[src/hdl/tnw_pkg.sv]
// Shared types and constants for the TLV name segment walker.
// No dependencies; used by every module in hdl/.
`timescale 1ns / 1ps

package tnw_pkg;

    localparam int unsigned HDR_BYTES       = 4;
    localparam logic [14:0] MAX_SEG_RESET   = 15'd24;
    localparam logic [14:0] COUNT_MAX       = 15'h7FFF;
    localparam int unsigned FIFO_DEPTH      = 4;
    localparam int unsigned FIFO_AW         = 2;
    localparam int unsigned REG_MAX_SEGMENTS = 0;

    localparam logic KIND_EXTENT  = 1'b0;
    localparam logic KIND_SUMMARY = 1'b1;

    typedef enum logic [2:0] {
        PH_TYPE_HI = 3'd0,
        PH_TYPE_LO = 3'd1,
        PH_LEN_HI  = 3'd2,
        PH_LEN_LO  = 3'd3,
        PH_VALUE   = 3'd4
    } phase_t;

    typedef struct packed {
        logic [7:0] name_byte;
        logic       end_of_name;
    } name_beat_t;

    typedef struct packed {
        logic        result_kind;
        logic [15:0] seg_offset;
        logic [16:0] seg_length;
        logic [14:0] seg_count;
        logic        truncated;
        logic        last;
    } result_t;

    typedef struct packed {
        logic [1:0] num;
        result_t    first;
        result_t    second;
    } push_t;

    typedef struct packed {
        logic                 no_room;
        logic [FIFO_AW:0]     level;
    } fifo_stat_t;

endpackage

[src/hdl/tnw_walker.sv]
// Segment walker datapath: header phase tracking, offsets and counters.
// Depends on tnw_pkg; produces up to two results per accepted beat.
`timescale 1ns / 1ps

module tnw_walker #(
    parameter int unsigned LENGTH_BITS = 16
) (
    input  logic               clk,
    input  logic               rst_n,
    input  logic               accept,
    input  tnw_pkg::name_beat_t beat,
    input  logic [14:0]        max_segments,
    output tnw_pkg::push_t     push
);

    tnw_pkg::phase_t          phase_reg, phase_next, phase_step;
    logic [15:0]              pos_reg, pos_next;
    logic [15:0]              start_reg, start_next;
    logic [7:0]               len_hi_reg, len_hi_next;
    logic [LENGTH_BITS-1:0]   remain_reg, remain_next, remain_step;
    logic [14:0]              count_reg, count_next, count_step;
    logic [15:0]              assembled;
    logic [LENGTH_BITS-1:0]   seg_len;
    logic                     report;
    tnw_pkg::result_t         extent, summary;

    assign assembled = {len_hi_reg, beat.name_byte};
    assign seg_len   = assembled[LENGTH_BITS-1:0];
    assign report    = (phase_reg == tnw_pkg::PH_LEN_LO) && (count_reg < max_segments);

    always_comb
    begin
        remain_step = remain_reg;
        case (phase_reg)
            tnw_pkg::PH_TYPE_HI: phase_step = tnw_pkg::PH_TYPE_LO;
            tnw_pkg::PH_TYPE_LO: phase_step = tnw_pkg::PH_LEN_HI;
            tnw_pkg::PH_LEN_HI:  phase_step = tnw_pkg::PH_LEN_LO;
            tnw_pkg::PH_LEN_LO:
            begin
                if (seg_len == '0)
                begin
                    phase_step = tnw_pkg::PH_TYPE_HI;
                end
                else
                begin
                    phase_step  = tnw_pkg::PH_VALUE;
                    remain_step = seg_len;
                end
            end
            default:
            begin
                if (remain_reg != '0)
                begin
                    remain_step = remain_reg - 1'b1;
                end
                if (remain_step == '0)
                begin
                    phase_step = tnw_pkg::PH_TYPE_HI;
                end
                else
                begin
                    phase_step = tnw_pkg::PH_VALUE;
                end
            end
        endcase
    end

    always_comb
    begin
        start_next  = start_reg;
        len_hi_next = len_hi_reg;
        count_step  = count_reg;
        if (phase_reg == tnw_pkg::PH_TYPE_HI)
        begin
            start_next = pos_reg;
        end
        if (phase_reg == tnw_pkg::PH_LEN_HI)
        begin
            len_hi_next = beat.name_byte;
        end
        if ((phase_reg == tnw_pkg::PH_LEN_LO) && (count_reg < tnw_pkg::COUNT_MAX))
        begin
            count_step = count_reg + 1'b1;
        end

        extent.result_kind = tnw_pkg::KIND_EXTENT;
        extent.seg_offset  = start_reg;
        extent.seg_length  = 17'(seg_len) + 17'(tnw_pkg::HDR_BYTES);
        extent.seg_count   = count_step;
        extent.truncated   = 1'b0;
        extent.last        = ~beat.end_of_name;

        summary.result_kind = tnw_pkg::KIND_SUMMARY;
        summary.seg_offset  = '0;
        summary.seg_length  = '0;
        summary.seg_count   = count_step;
        summary.truncated   = (phase_step != tnw_pkg::PH_TYPE_HI);
        summary.last        = 1'b1;

        push.num    = 2'd0;
        push.first  = extent;
        push.second = summary;
        if (accept)
        begin
            if (report && beat.end_of_name)
            begin
                push.num = 2'd2;
            end
            else if (report)
            begin
                push.num = 2'd1;
            end
            else if (beat.end_of_name)
            begin
                push.num   = 2'd1;
                push.first = summary;
            end
        end

        phase_next  = phase_reg;
        pos_next    = pos_reg;
        remain_next = remain_reg;
        count_next  = count_reg;
        if (accept)
        begin
            if (beat.end_of_name)
            begin
                phase_next  = tnw_pkg::PH_TYPE_HI;
                pos_next    = '0;
                remain_next = '0;
                count_next  = '0;
                start_next  = '0;
                len_hi_next = '0;
            end
            else
            begin
                phase_next  = phase_step;
                pos_next    = pos_reg + 1'b1;
                remain_next = remain_step;
                count_next  = count_step;
            end
        end
        else
        begin
            start_next  = start_reg;
            len_hi_next = len_hi_reg;
        end
    end

    always_ff @(posedge clk or negedge rst_n)
    begin
        if (!rst_n)
        begin
            phase_reg  <= tnw_pkg::PH_TYPE_HI;
            pos_reg    <= '0;
            start_reg  <= '0;
            len_hi_reg <= '0;
            remain_reg <= '0;
            count_reg  <= '0;
        end
        else
        begin
            phase_reg  <= phase_next;
            pos_reg    <= pos_next;
            start_reg  <= start_next;
            len_hi_reg <= len_hi_next;
            remain_reg <= remain_next;
            count_reg  <= count_next;
        end
    end

endmodule

[src/hdl/tnw_result_fifo.sv]
// Result queue: takes up to two results per cycle, delivers one per beat.
// Depends on tnw_pkg for the result and status types.
`timescale 1ns / 1ps

module tnw_result_fifo (
    input  logic                 clk,
    input  logic                 rst_n,
    input  tnw_pkg::push_t       push,
    input  logic                 pop,
    output logic                 valid,
    output tnw_pkg::result_t     head,
    output tnw_pkg::fifo_stat_t  stat
);

    localparam int unsigned AW = tnw_pkg::FIFO_AW;

    tnw_pkg::result_t mem [tnw_pkg::FIFO_DEPTH];
    logic [AW-1:0]    wr_ptr_reg, wr_ptr_next;
    logic [AW-1:0]    rd_ptr_reg, rd_ptr_next;
    logic [AW:0]      level_reg, level_next;
    logic [AW-1:0]    wr_ptr_plus1;

    assign wr_ptr_plus1 = wr_ptr_reg + 1'b1;
    assign valid        = (level_reg != '0);
    assign head         = mem[rd_ptr_reg];
    assign stat.level   = level_reg;
    assign stat.no_room = (level_reg > (AW+1)'(tnw_pkg::FIFO_DEPTH - 2));

    always_comb
    begin
        wr_ptr_next = wr_ptr_reg + AW'(push.num);
        rd_ptr_next = rd_ptr_reg + AW'(pop);
        level_next  = level_reg + (AW+1)'(push.num) - (AW+1)'(pop);
    end

    always_ff @(posedge clk)
    begin
        if (push.num != 2'd0)
        begin
            mem[wr_ptr_reg] <= push.first;
        end
        if (push.num == 2'd2)
        begin
            mem[wr_ptr_plus1] <= push.second;
        end
    end

    always_ff @(posedge clk or negedge rst_n)
    begin
        if (!rst_n)
        begin
            wr_ptr_reg <= '0;
            rd_ptr_reg <= '0;
            level_reg  <= '0;
        end
        else
        begin
            wr_ptr_reg <= wr_ptr_next;
            rd_ptr_reg <= rd_ptr_next;
            level_reg  <= level_next;
        end
    end

endmodule

[src/hdl/tlv_name_segment_walker_core.sv]
// Top level of the TLV name segment walker: register port, walker, result queue.
// Depends on tnw_pkg, tnw_walker and tnw_result_fifo.
//
// Usage: name bytes enter on the beat channel (beat_valid, beat_stall, beat_data),
// one byte per beat, with end_of_name set on the last byte of a name. Each
// complete segment header yields an extent result while the segment count is
// below max_segments, and the last byte also yields a summary result. Results
// leave on the result channel (result_valid, result_stall, result_data).
// An accepted byte's results are registered in the queue and offered from there.
// A byte is taken every cycle unless beat_stall is set; a byte that yields both
// an extent and a summary needs two result beats, so the queue of four entries
// absorbs the extra one. The beat channel stalls while the queue holds three or
// more results, which happens only when the receiver stalls.
// At reset the queue is empty, the walk starts at a fresh name and
// max_segments returns to 24. The register is written through the APB-style port
// at address 0 and should only be changed while no name is in flight.
`timescale 1ns / 1ps

module tlv_name_segment_walker_core #(
    parameter int unsigned LENGTH_BITS = 16
) (
    input  logic                 clk,
    input  logic                 rst_n,
    input  logic                 psel,
    input  logic                 penable,
    input  logic                 pwrite,
    input  logic [2:0]           paddr,
    input  logic [31:0]          pwdata,
    output logic [31:0]          prdata,
    output logic                 pready,
    input  logic                 beat_valid,
    output logic                 beat_stall,
    input  tnw_pkg::name_beat_t  beat_data,
    output logic                 result_valid,
    input  logic                 result_stall,
    output tnw_pkg::result_t     result_data
);

    logic [14:0]          max_seg_reg, max_seg_next;
    logic                 reg_hit;
    logic                 beat_accept;
    logic                 result_pop;
    tnw_pkg::push_t       push;
    tnw_pkg::fifo_stat_t  fifo_stat;

    assign pready  = 1'b1;
    assign reg_hit = (paddr[2] == 1'(tnw_pkg::REG_MAX_SEGMENTS));
    assign prdata  = reg_hit ? {17'd0, max_seg_reg} : 32'd0;

    always_comb
    begin
        max_seg_next = max_seg_reg;
        if (psel && penable && pwrite && pready && reg_hit)
        begin
            max_seg_next = pwdata[14:0];
        end
    end

    always_ff @(posedge clk or negedge rst_n)
    begin
        if (!rst_n)
        begin
            max_seg_reg <= tnw_pkg::MAX_SEG_RESET;
        end
        else
        begin
            max_seg_reg <= max_seg_next;
        end
    end

    assign beat_stall  = fifo_stat.no_room;
    assign beat_accept = beat_valid && !beat_stall;
    assign result_pop  = result_valid && !result_stall;

    tnw_walker #(
        .LENGTH_BITS (LENGTH_BITS)
    ) u_walker (
        .clk          (clk),
        .rst_n        (rst_n),
        .accept       (beat_accept),
        .beat         (beat_data),
        .max_segments (max_seg_reg),
        .push         (push)
    );

    tnw_result_fifo u_fifo (
        .clk   (clk),
        .rst_n (rst_n),
        .push  (push),
        .pop   (result_pop),
        .valid (result_valid),
        .head  (result_data),
        .stat  (fifo_stat)
    );

    a_level_bound: assert property (@(posedge clk) disable iff (!rst_n)
        fifo_stat.level <= 3'(tnw_pkg::FIFO_DEPTH))
        else $error("result queue level beyond its depth");

    a_eon_gives_result: assert property (@(posedge clk) disable iff (!rst_n)
        beat_accept && beat_data.end_of_name |=> result_valid)
        else $error("end of name gave no result");

    a_summary_last: assert property (@(posedge clk) disable iff (!rst_n)
        result_valid && (result_data.result_kind == tnw_pkg::KIND_SUMMARY)
        |-> result_data.last)
        else $error("summary result without last");

    a_extent_untruncated: assert property (@(posedge clk) disable iff (!rst_n)
        result_valid && (result_data.result_kind == tnw_pkg::KIND_EXTENT)
        |-> !result_data.truncated)
        else $error("extent result flagged truncated");

endmodule
[config.mk]
export PLATFORM = sky130hd
export DESIGN_NAME = tlv_name_segment_walker_core
export DESIGN_NICKNAME = d
export VERILOG_FILES = /design/src/hdl/tnw_pkg.sv /design/src/hdl/tnw_walker.sv /design/src/hdl/tnw_result_fifo.sv /design/src/hdl/tlv_name_segment_walker_core.sv
export SDC_FILE = /design/constraint.sdc
export NUM_CORES = 1
export LEC_CHECK = 0
export BUFFER_PORTS_ARGS = -buffer_cell sky130_fd_sc_hd__buf_2
export CAP_MARGIN = 25
export CORE_MARGIN = 2
export CORE_UTILIZATION = 35
export DETAILED_ROUTE_END_ITERATION = 10
export SYNTH_ARGS = -nofsm -noshare
export SYNTH_HDL_FRONTEND = slang
export SYNTH_HIERARCHICAL = 1
export SYNTH_SLANG_ARGS = --single-unit
[constraint.sdc]
create_clock -name clk -period 19.55 [get_ports clk]
set_clock_uncertainty 0.1 [all_clocks]
set_input_delay 2.9325 -clock clk [delete_from_list [all_inputs] [get_ports clk]]
set_output_delay 2.9325 -clock clk [all_outputs]
set_load 0.01 [all_outputs]
==> results of run 1 <==
[worst reg2reg max path: stages (launching register included)]
cell and delay, ps:
dfrtp_1 530, nand3b_1 580, or3_1 590, or3_1 400, inv_1 100, ha_1 210
and2_1 310, and4bb_2 270, buf_4 690, o21bai_4 260, buf_4 690
[cells in the mapped netlist (3+ instances only)]
library cell	instances	share of area, %
mux2i_1	10	0.60
conb_1	4	0.090
a21oi_1	17	0.51
o31ai_1	10	0.45
a31oi_1	5	0.19
clkbuf_1	42	0.95
nand3_1	19	0.57
buf_6	19	1.3
and3_1	8	0.30
o21a_1	3	0.14
nand4_1	21	0.79
nor3_1	12	0.36
nor2b_1	14	0.53
dfrtp_1	94	14
and2b_1	5	0.23
inv_1	33	0.74
nor4_1	8	0.30
nand2_1	36	0.81
xor2_1	20	1.1
buf_2	14	0.42
a21o_1	4	0.18
a22o_1	36	1.9
mux4_2	51	6.9
o21ai_0	38	1.1
buf_4	83	3.7
mux2_4	20	1.8
or3_1	8	0.30
and2_1	21	0.79
nor2_1	70	1.6
edfxtp_1	204	37
xnor2_1	23	1.2
mux2_2	202	14
ha_1	27	2.0
o21ai_1	5	0.15
[metal layers]
layer,track usage [%],share of wire (%)
met3,2.30,4.3
met2,24.2,45
met4,5.32,2.6
met1,22.1,48
met5,0,0.045
[layout make-up]
| class | instances | area (sq um) | share of cell area, % |
|---|---|---|---|
| inverter | 33 | 124 | 0.674 |
| tap | 607 | 759 | 4.13 |
| timing repair buffer | 117 | 677 | 3.68 |
| sequential | 300 | 8540 | 46.4 |
| multi-input combinational | 800 | 7190 | 39.1 |
| clock inverter | 10 | 104 | 0.565 |
| clock buffer | 53 | 1000 | 5.46 |
[how the worst max path moves through the flow]
stage | cells after the start | endpoint | slack [ps]
2_1_floorplan | 7 | u_fifo/mem[0][0] | 11210
3_3_place_gp | 3 | prdata[2] | 12980
3_5_place_dp | 3 | prdata[2] | 12970
4_1_cts | 3 | prdata[12] | 12970
5_1_grt | 3 | prdata[14] | 12920
6_report | 3 | prdata[2] | 12980
[cells by family after synthesis]
group           after synthesis  share of synthesized area (%)
buf+inv                     191                           7.13
mux                         283                           22.9
flops                       300                           51.2
fa+ha+maj                    28                           2.15
simple gates                248                           8.17
compound gates              145                           6.09
other cells                   4                         0.0900
xor+xnor                     43                           2.26
[through the flow]
| step | setup slack [ps] | instance area [sq um] | hold slack (ps) |
|---|---|---|---|
| 2_1_floorplan | 11210 | 16900 | 363 |
| 3_3_place_gp | 12980 | 17200 | 378 |
| 3_5_place_dp | 12970 | 17200 | 383 |
| 4_1_cts | 12970 | 18300 | 400 |
| 5_1_grt | 12920 | 18400 | 417 |
| 6_report | 12980 | 18400 | 393 |
[power by group]
group | internal (mW) | switching [mW]
clock network | 0.370 | 0.262
registers | 0.766 | 0.101
logic | 0.325 | 0.362
total | 1.46 | 0.726
==> flow_summary.yaml, run 1 <==
route:
  num_vias: 9877
  post_drt_via_cell_ratio: 5.14
  drt_pass1_iterations: 5
  wl_per_cell_um: 19.7
  routed_wl_mm: 37.9
  drtIter0Drc: 766
  postRouteAntennaNets: 0
  drc: 0
cells_and_area:
  regMostFlops: "u_fifo/mem"
  final_common_cell: "edfxtp_1"
  nFillCells: 4369
  diodes: 0
  nets: 1366
  post-route-util_pct: 39.3
  largest_reg_flops: 204
  area_delta_synth_final_pct: 10.3
  layout_common_cells: "edfxtp_1 (204), mux2_2 (202), buf_2 (98), dfrtp_1 (92), nor2_1 (68)"
  instances_no_fill: 1920
  drive_above_1_share_pct: 35.4
clock_network:
  clkTransAtPathRegs_ps: 60
  clock_latency_ps: 550
  cts_resized: 0
  cts_setup_buffers: 0
  h-tree-depth: 2
  root_buffer: "clkbuf_16"
  clock_sinks: 300
  numCtsBuffers: 35
  cts_hold_buf: 0
  clk_path_buf_depth: 3
  cts_tree: "built"
grt:
  antenna_found_initial: 2
  grt_overflow: 0
  grt_pass1_vias: 9930
  track_usage_pct: 15.5
  grt_start_max_net_pins: 74
  grt_pass1_wl_mm: 59.4
die:
  start_util_pct: 35.7
  ios: 137
  die_h_um: 222
  die_area_sq_um: 49400
  core_region_area_sq_um: 46800
  die_w_um: 222
  rows: 79
yosys:
  yosysSeqAreaShare_pct: 51.2
  ys_seq_elements: 300
  async_flop_share_pct: 32.0
  synth_ff_type: "edfxtp_1"
  yosysUniqueCellTypes: 74
  syn_area_sq_um: 16700
  yosys_warnings: 6
  synthCells: 1242
  avgSynthCellArea_sq_um: 13.4
  synth_edf_count: 204
status:
  status: "finished, final reports clean"
sta:
  slew_headroom_pct: 34.0
  slew_viol_final: 0
  fin_crit_ps: 6570
  rsz0062_at_grt: "false"
  worst_slew_pin_slew_ps: 986
  setup_violations: 0
  finalSetupTns_ps: 0
  finalCritPeriodShare_pct: 33.6
  hold_viol_final: 0
  fmax_ghz: 0.152
job:
  cap_violations: 0
setup_path:
  start_kind: "primary input"
  arrival_ps: 3540
  cp_slowest_stage_delay_ps: 250
  crit_type: "in2out"
  path_cells: "buf_2 -> and2b_1 -> buf_2"
  cp-startpoint: "paddr[2]"
  critPathRequiredTime_ps: 16520
  critPathMaxFanout: 16
  slowest_stage: "buf_2"
  crit_path_end_kind: "output pin"
  r2r_end: "u_fifo/mem[2][4]"
  cp_num_buf_inv: 2
  crit_family: "buffers and inverters"
  r2r_start: "u_walker/phase_reg[2]"
  reg2reg_depth: 10
  cp_common_cell: "buf_2"
  reg2reg_slack_ps: 14390
min_path:
  min_to: "u_walker/start_reg[6]"
  whs_path_depth: 1
  min_path_type: "reg2reg"
  hold_start: "u_walker/start_reg[6]"
pwr:
  p_leak_nw: 7.28
  total_power_mw: 2.19
  powerDensity_nw_per_um2: 119
  ir_drop_mv: 0.0613
place:
  routabilityCongestion: 0.850
  dp_hpwl_mm: 23.2
  dp.cells: 1855
  place.port_buffers: 99
No activity file was read; power rests on OpenSTA's default activity.
==> run 2, diff against run 1 <==
Clock period 19.55 ns to 5.4 ns, I/O delays scaled along.
==> run 2 against run 1 <==
Global-route usage down 0.061 points. Utilization rose by 0.20 points. Clock power grew to 3.5 times the previous value. Worst hold slack worse by 130 ps. Register-to-register slack got worse by 14000 ps. Via count rose by 1.5%. Design area increased by 0.50%. Total power grew to 3.6 times the previous value. Final cell count grew 0.21%. Sequential power increased to 3.7 times the previous value. Wire length is essentially flat. Largest power group unchanged.
==> flow_summary.yaml, run 2 (synthesized netlist as in run 1, its figures left out) <==
grt:
  antenna_found_initial: 0
  grt_pass1_vias: 10100
  track_usage_pct: 15.4
  grt_pass1_wl_mm: 59.3
  grt_overflow: 0
  grt_start_max_net_pins: 60
min_path:
  min_path_type: "in2async"
sta:
  finalCritPeriodShare_pct: 84.6
  rsz0062_at_grt: "false"
  setup_violations: 0
  worst_slew_pin_slew_ps: 931
  fmax_ghz: 0.219
  hold_viol_final: 0
  slew_viol_final: 0
  fin_crit_ps: 4570
  finalSetupTns_ps: 0
  slew_headroom_pct: 37.9
cells_and_area:
  drive_above_1_share_pct: 35.2
  final-seq-area_sq_um: 8540
  multi_input_area_sq_um: 7190
  layout_common_cells: "edfxtp_1 (204), mux2_2 (202), buf_2 (98), dfrtp_1 (92), nor2_1 (68)"
  diodes: 0
  regMostFlops: "u_fifo/mem"
  final_common_cell: "edfxtp_1"
  largest_reg_flops: 204
  area_delta_synth_final_pct: 10.9
  nets: 1372
  nFillCells: 4379
clock_network:
  cts_resized: 0
  h-tree-depth: 2
  clock_sinks: 300
  cts_tree: "built"
  clock_latency_ps: 530
  numCtsBuffers: 35
  cts_setup_buffers: 0
  clkTransAtPathRegs_ps: 50
  cts_hold_buf: 0
  clk_path_buf_depth: 3
  root_buffer: "clkbuf_16"
setup_path:
  critPathMaxFanout: 15
  reg2reg_depth: 12
  crit_type: "reg2reg"
  crit_path_end_kind: "register"
  critPathRequiredTime_ps: 5520
  arrival_ps: 4680
  start_kind: "register"
pwr:
  p_leak_nw: 7.31
  powerDensity_nw_per_um2: 425
  ir_drop_mv: 0.205
  total_power_mw: 7.86
place:
  dp_hpwl_mm: 24.4
  routabilityCongestion: 0.847
  place.port_buffers: 99
die:
  rows: 79
  die_w_um: 222
  ios: 137
  start_util_pct: 35.7
  die_h_um: 222
  core_region_area_sq_um: 46800
  die_area_sq_um: 49400
status:
  status: "finished, final reports clean"
route:
  drtIter0Drc: 772
  drc: 0
  wl_per_cell_um: 19.7
  num_vias: 10000
  drt_pass1_iterations: 5
  postRouteAntennaNets: 0
  routed_wl_mm: 37.9
  post_drt_via_cell_ratio: 5.21
job:
  cap_violations: 0
-- run 2: cell type report --
| type | count | area share (%) |
|---|---|---|
| clock buffer | 53 | 5.44 |
| clock inverter | 8 | 0.338 |
| inverter | 33 | 0.670 |
| multi-input combinational | 800 | 38.9 |
| sequential | 300 | 46.2 |
| tap | 607 | 4.11 |
| timing repair buffer | 123 | 4.37 |
-- run 2: where the power goes --
part,switching [mW],leakage (nW),internal (mW)
sequential,0.439,3.16,2.77
combinational,1.24,3.63,1.17
clock,0.906,0.517,1.33
total,2.59,7.31,5.27
-- run 2: per-layer routing --
| layer | global-route usage, % | part of all wire [%] | vias to the layer above |
|---|---|---|---|
| li1 | - | - | 4664 |
| met1 | 21.8 | 47 | 5052 |
| met2 | 24.3 | 46 | 257 |
| met3 | 2.43 | 4.8 | 52 |
| met4 | 5.17 | 2.5 | 0 |
| met5 | 0 | 0 | - |
-- run 2: final timing paths --
check	slack (ps)	to	start
max	830	u_fifo/mem[2][22]	max_seg_reg[4]
min reg2reg	390	u_walker/start_reg[14]	u_walker/start_reg[14]
min in group clk	390	u_walker/start_reg[14]	u_walker/start_reg[14]
max in group asynchronous	3880	u_fifo/rd_ptr_reg[0]	rst_n
min	260	max_seg_reg[7]	rst_n
max reg2reg	830	u_fifo/mem[2][22]	max_seg_reg[4]
-- run 2: through the flow --
| stage | setup slack, ps | std cells | util [%] | instance area (sq um) | hold slack (ps) |
|---|---|---|---|---|---|
| 3_5_place_dp | 790 | 1863 | 37.2 | 17400 | 385 |
| 3_3_place_gp | 824 | 1862 | 37.2 | 17400 | 379 |
| 5_1_grt | 621 | 1924 | 39.5 | 18500 | 326 |
| 4_1_cts | 771 | 1924 | 39.5 | 18500 | 272 |
| 2_1_floorplan | -0.880 | 1291 | - | 16900 | 363 |
| 6_report | 833 | 1924 | 39.5 | 18500 | 264 |
-- run 2: critical path: stages (launching register included) --
cell and delay (ps):
dfstp_2 540, inv_1 50, ha_1 290, nand4_1 100
nor2_1 110, a21oi_1 90, a211oi_1 610, or3_1 250
ha_1 230, nor2_1 620, o21bai_1 300, o21bai_4 610
buf_4 340
==> run 3, diff against run 2 <==
Settings changed: ABC_AREA set to 1.
Clock period 5.4 ns to 4.1 ns, I/O delays scaled along.
==> run 3 against run 2 <==
Via count increased by 51%. Setup slack got worse by 380 ps. First-iteration DRC count increased by 36%. Sequential share of layout area decreased by 4.0 points. Maximum frequency increased by 25%. Critical path type unchanged. Largest cell class unchanged. Highest routed layer is now met5.
==> flow_summary.yaml, run 3 <==
status:
  status: "finished, final reports clean"
sta:
  setup_violations: 0
  rsz0062_at_grt: "false"
  slew_viol_final: 0
  finalSetupTns_ps: 0
  worst_slew_pin_slew_ps: 872
  hold_viol_final: 0
  fin_crit_ps: 3640
  fmax_ghz: 0.274
  finalCritPeriodShare_pct: 88.9
  slew_headroom_pct: 41.5
die:
  die_w_um: 233
  start_util_pct: 35.5
  die_h_um: 233
  core_region_area_sq_um: 51500
  rows: 83
  ios: 137
  die_area_sq_um: 54100
clock_network:
  numCtsBuffers: 35
  cts_tree: "built"
  clock_latency_ps: 550
  clk_path_buf_depth: 3
  h-tree-depth: 2
  cts_resized: 0
  clock_sinks: 300
  root_buffer: "clkbuf_16"
  clkTransAtPathRegs_ps: 50
route:
  post_drt_via_cell_ratio: 4.83
  routed_wl_mm: 49.8
  drt_pass1_iterations: 5
  num_vias: 15200
  postRouteAntennaNets: 0
  wl_per_cell_um: 15.9
  drtIter0Drc: 1048
  drc: 0
setup_path:
  crit_type: "reg2reg"
  crit_path_end_kind: "register"
  critPathRequiredTime_ps: 4420
  arrival_ps: 3960
  start_kind: "register"
  critPathMaxFanout: 51
grt:
  gr-max-usage-layer: "met2"
  met2_usage_pct: 30.3
  grt_pass1_vias: 14500
  grt_pass1_wl_mm: 78.1
  track_usage_pct: 18.4
  grt_start_max_net_pins: 104
  use_met3_pct: 3.04
  grt_overflow: 0
  antenna_found_initial: 1
  gr-usage-met1_pct: 24.2
yosys:
  avgSynthCellArea_sq_um: 7.59
  yosys-top-cells-count: "nand2_1 (881), nand3_1 (307), inv_1 (305)"
  yosysTopAreaCell: "edfxtp_1"
  synth_edf_count: 204
  yosysSeqAreaShare_pct: 46.6
  synth_area_leaders: "edfxtp_1 (33%), nand2_1 (18%), dfrtp_1 (13%)"
  yosysUniqueCellTypes: 50
  async_flop_share_pct: 32.0
  synthCells: 2410
  yosysMostFrequentCell: "nand2_1"
  ys_seq_elements: 300
  yosys_warnings: 6
  netlist.area_leader.share_pct: 33.5
  synth_ff_type: "edfxtp_1"
  syn_area_sq_um: 18300
pwr:
  p_leak_nw: 9.95
  ir_drop_mv: 0.313
  pwr-share-seq_pct: 31.2
  p_int_mw: 7.60
  p_clk_share_pct: 23.9
  powerDensity_nw_per_um2: 665
  comb_power_share_pct: 45.0
  p_sw_share_pct: 43.5
  switching_power_mw: 5.84
cells_and_area:
  final_common_cell: "nand2_1"
  instances_no_fill: 3141
  largest_reg_flops: 204
  diodes: 0
  nets: 2515
  regMostFlops: "u_fifo/mem"
  area_delta_synth_final_pct: 10.4
  layout_common_cells: "nand2_1 (875), nand3_1 (307), inv_1 (305), edfxtp_1 (204), nor2_1 (107)"
  drive_above_1_share_pct: 12.6
  nFillCells: 5275
place:
  dp.cells: 3078
  dp_hpwl_mm: 31.1
  routabilityCongestion: 0.874
  place.port_buffers: 99
min_path:
  min_path_type: "in2reg"
job:
  cap_violations: 0
## run 3: area by class of cell
class,count,area [sq um],share of cell area (%)
clock buffer,46,998,4.94
clock inverter,16,180,0.892
inverter,319,1200,5.93
multi-input combinational,1643,7610,37.7
sequential,300,8540,42.2
tap,680,851,4.21
timing repair buffer,137,836,4.14
## run 3: kinds of logic (layout without fill, tap and decap cells)
kind of cell               Yosys count  count (layout)  share of synthesized area [%]
adders and majority gates           28              28                           1.96
xor gates and xnor gates            23              23                           1.10
other                                4              53                         0.0820
buffers and inverters              516             518                           13.1
DFF                                300             300                           46.6
and+or+nand+nor                   1410            1410                           33.0
AOI/OAI and AO/OA                  129             129                           4.18
## run 3: repair_timing
item	in CTS	in global routing
hold endpoints to repair	5	0
setup buffers	0	0
hold buffers	1	0
## run 3: through the flow
stage,hold slack (ps),instance area (sq um),power (mW),setup WS (ps),util [%]
after floorplan,219,18500,8.56,54.4,-
after global placement,360,19000,10.2,516,36.9
after detailed placement,372,19000,10.3,444,36.9
after CTS,169,20200,13.5,443,39.2
after global routing,194,20200,14.4,217,39.2
final,200,20200,13.4,456,39.2
## run 3: layer usage
metal	vias up	wire, um
met4	2	1540
met1	7003	21900
met2	537	23000
li1	7550	-
met5	-	14
met3	91	3400
## run 3: power by group through the flow
stage	Sequential [mW]	Combinational, mW	Clock (mW)
3_5_place_dp	4.24	6.05	0
4_1_cts	4.19	6.07	3.27
2_1_floorplan	4.04	4.51	0
3_3_place_gp	4.23	5.94	0
6_report	4.19	6.04	3.21
5_1_grt	4.24	6.81	3.37
## run 3: path summary, 6_finish.rpt
kind / startpoint / slack [ps] / end / cells past startpoint
min in group asynchronous: rst_n / 540 / u_walker/remain_reg[2] / 2
worst max register to register: max_seg_reg[4] / 460 / u_fifo/mem[0][28] / 14
worst max-delay path: max_seg_reg[4] / 460 / u_fifo/mem[0][28] / 14
max in group asynchronous: rst_n / 2470 / u_walker/pos_reg[3] / 3
worst min register to register: max_seg_reg[4] / 380 / max_seg_reg[4] / 2
worst min-delay path: pwdata[4] / 200 / max_seg_reg[4] / 3
## run 3: critical path, cell delays in order (launching register included)
cell,delay [ps]
dfstp_2,540
inv_1,50
ha_1,300
a21oi_1,130
o21ai_0,80
o211ai_1,160
and2_1,200
nand2_1,120
ha_1,290
nor2_1,370
nor2_4,150
nand2_2,110
buf_4,650
nand2_1,140
nand2_1,110
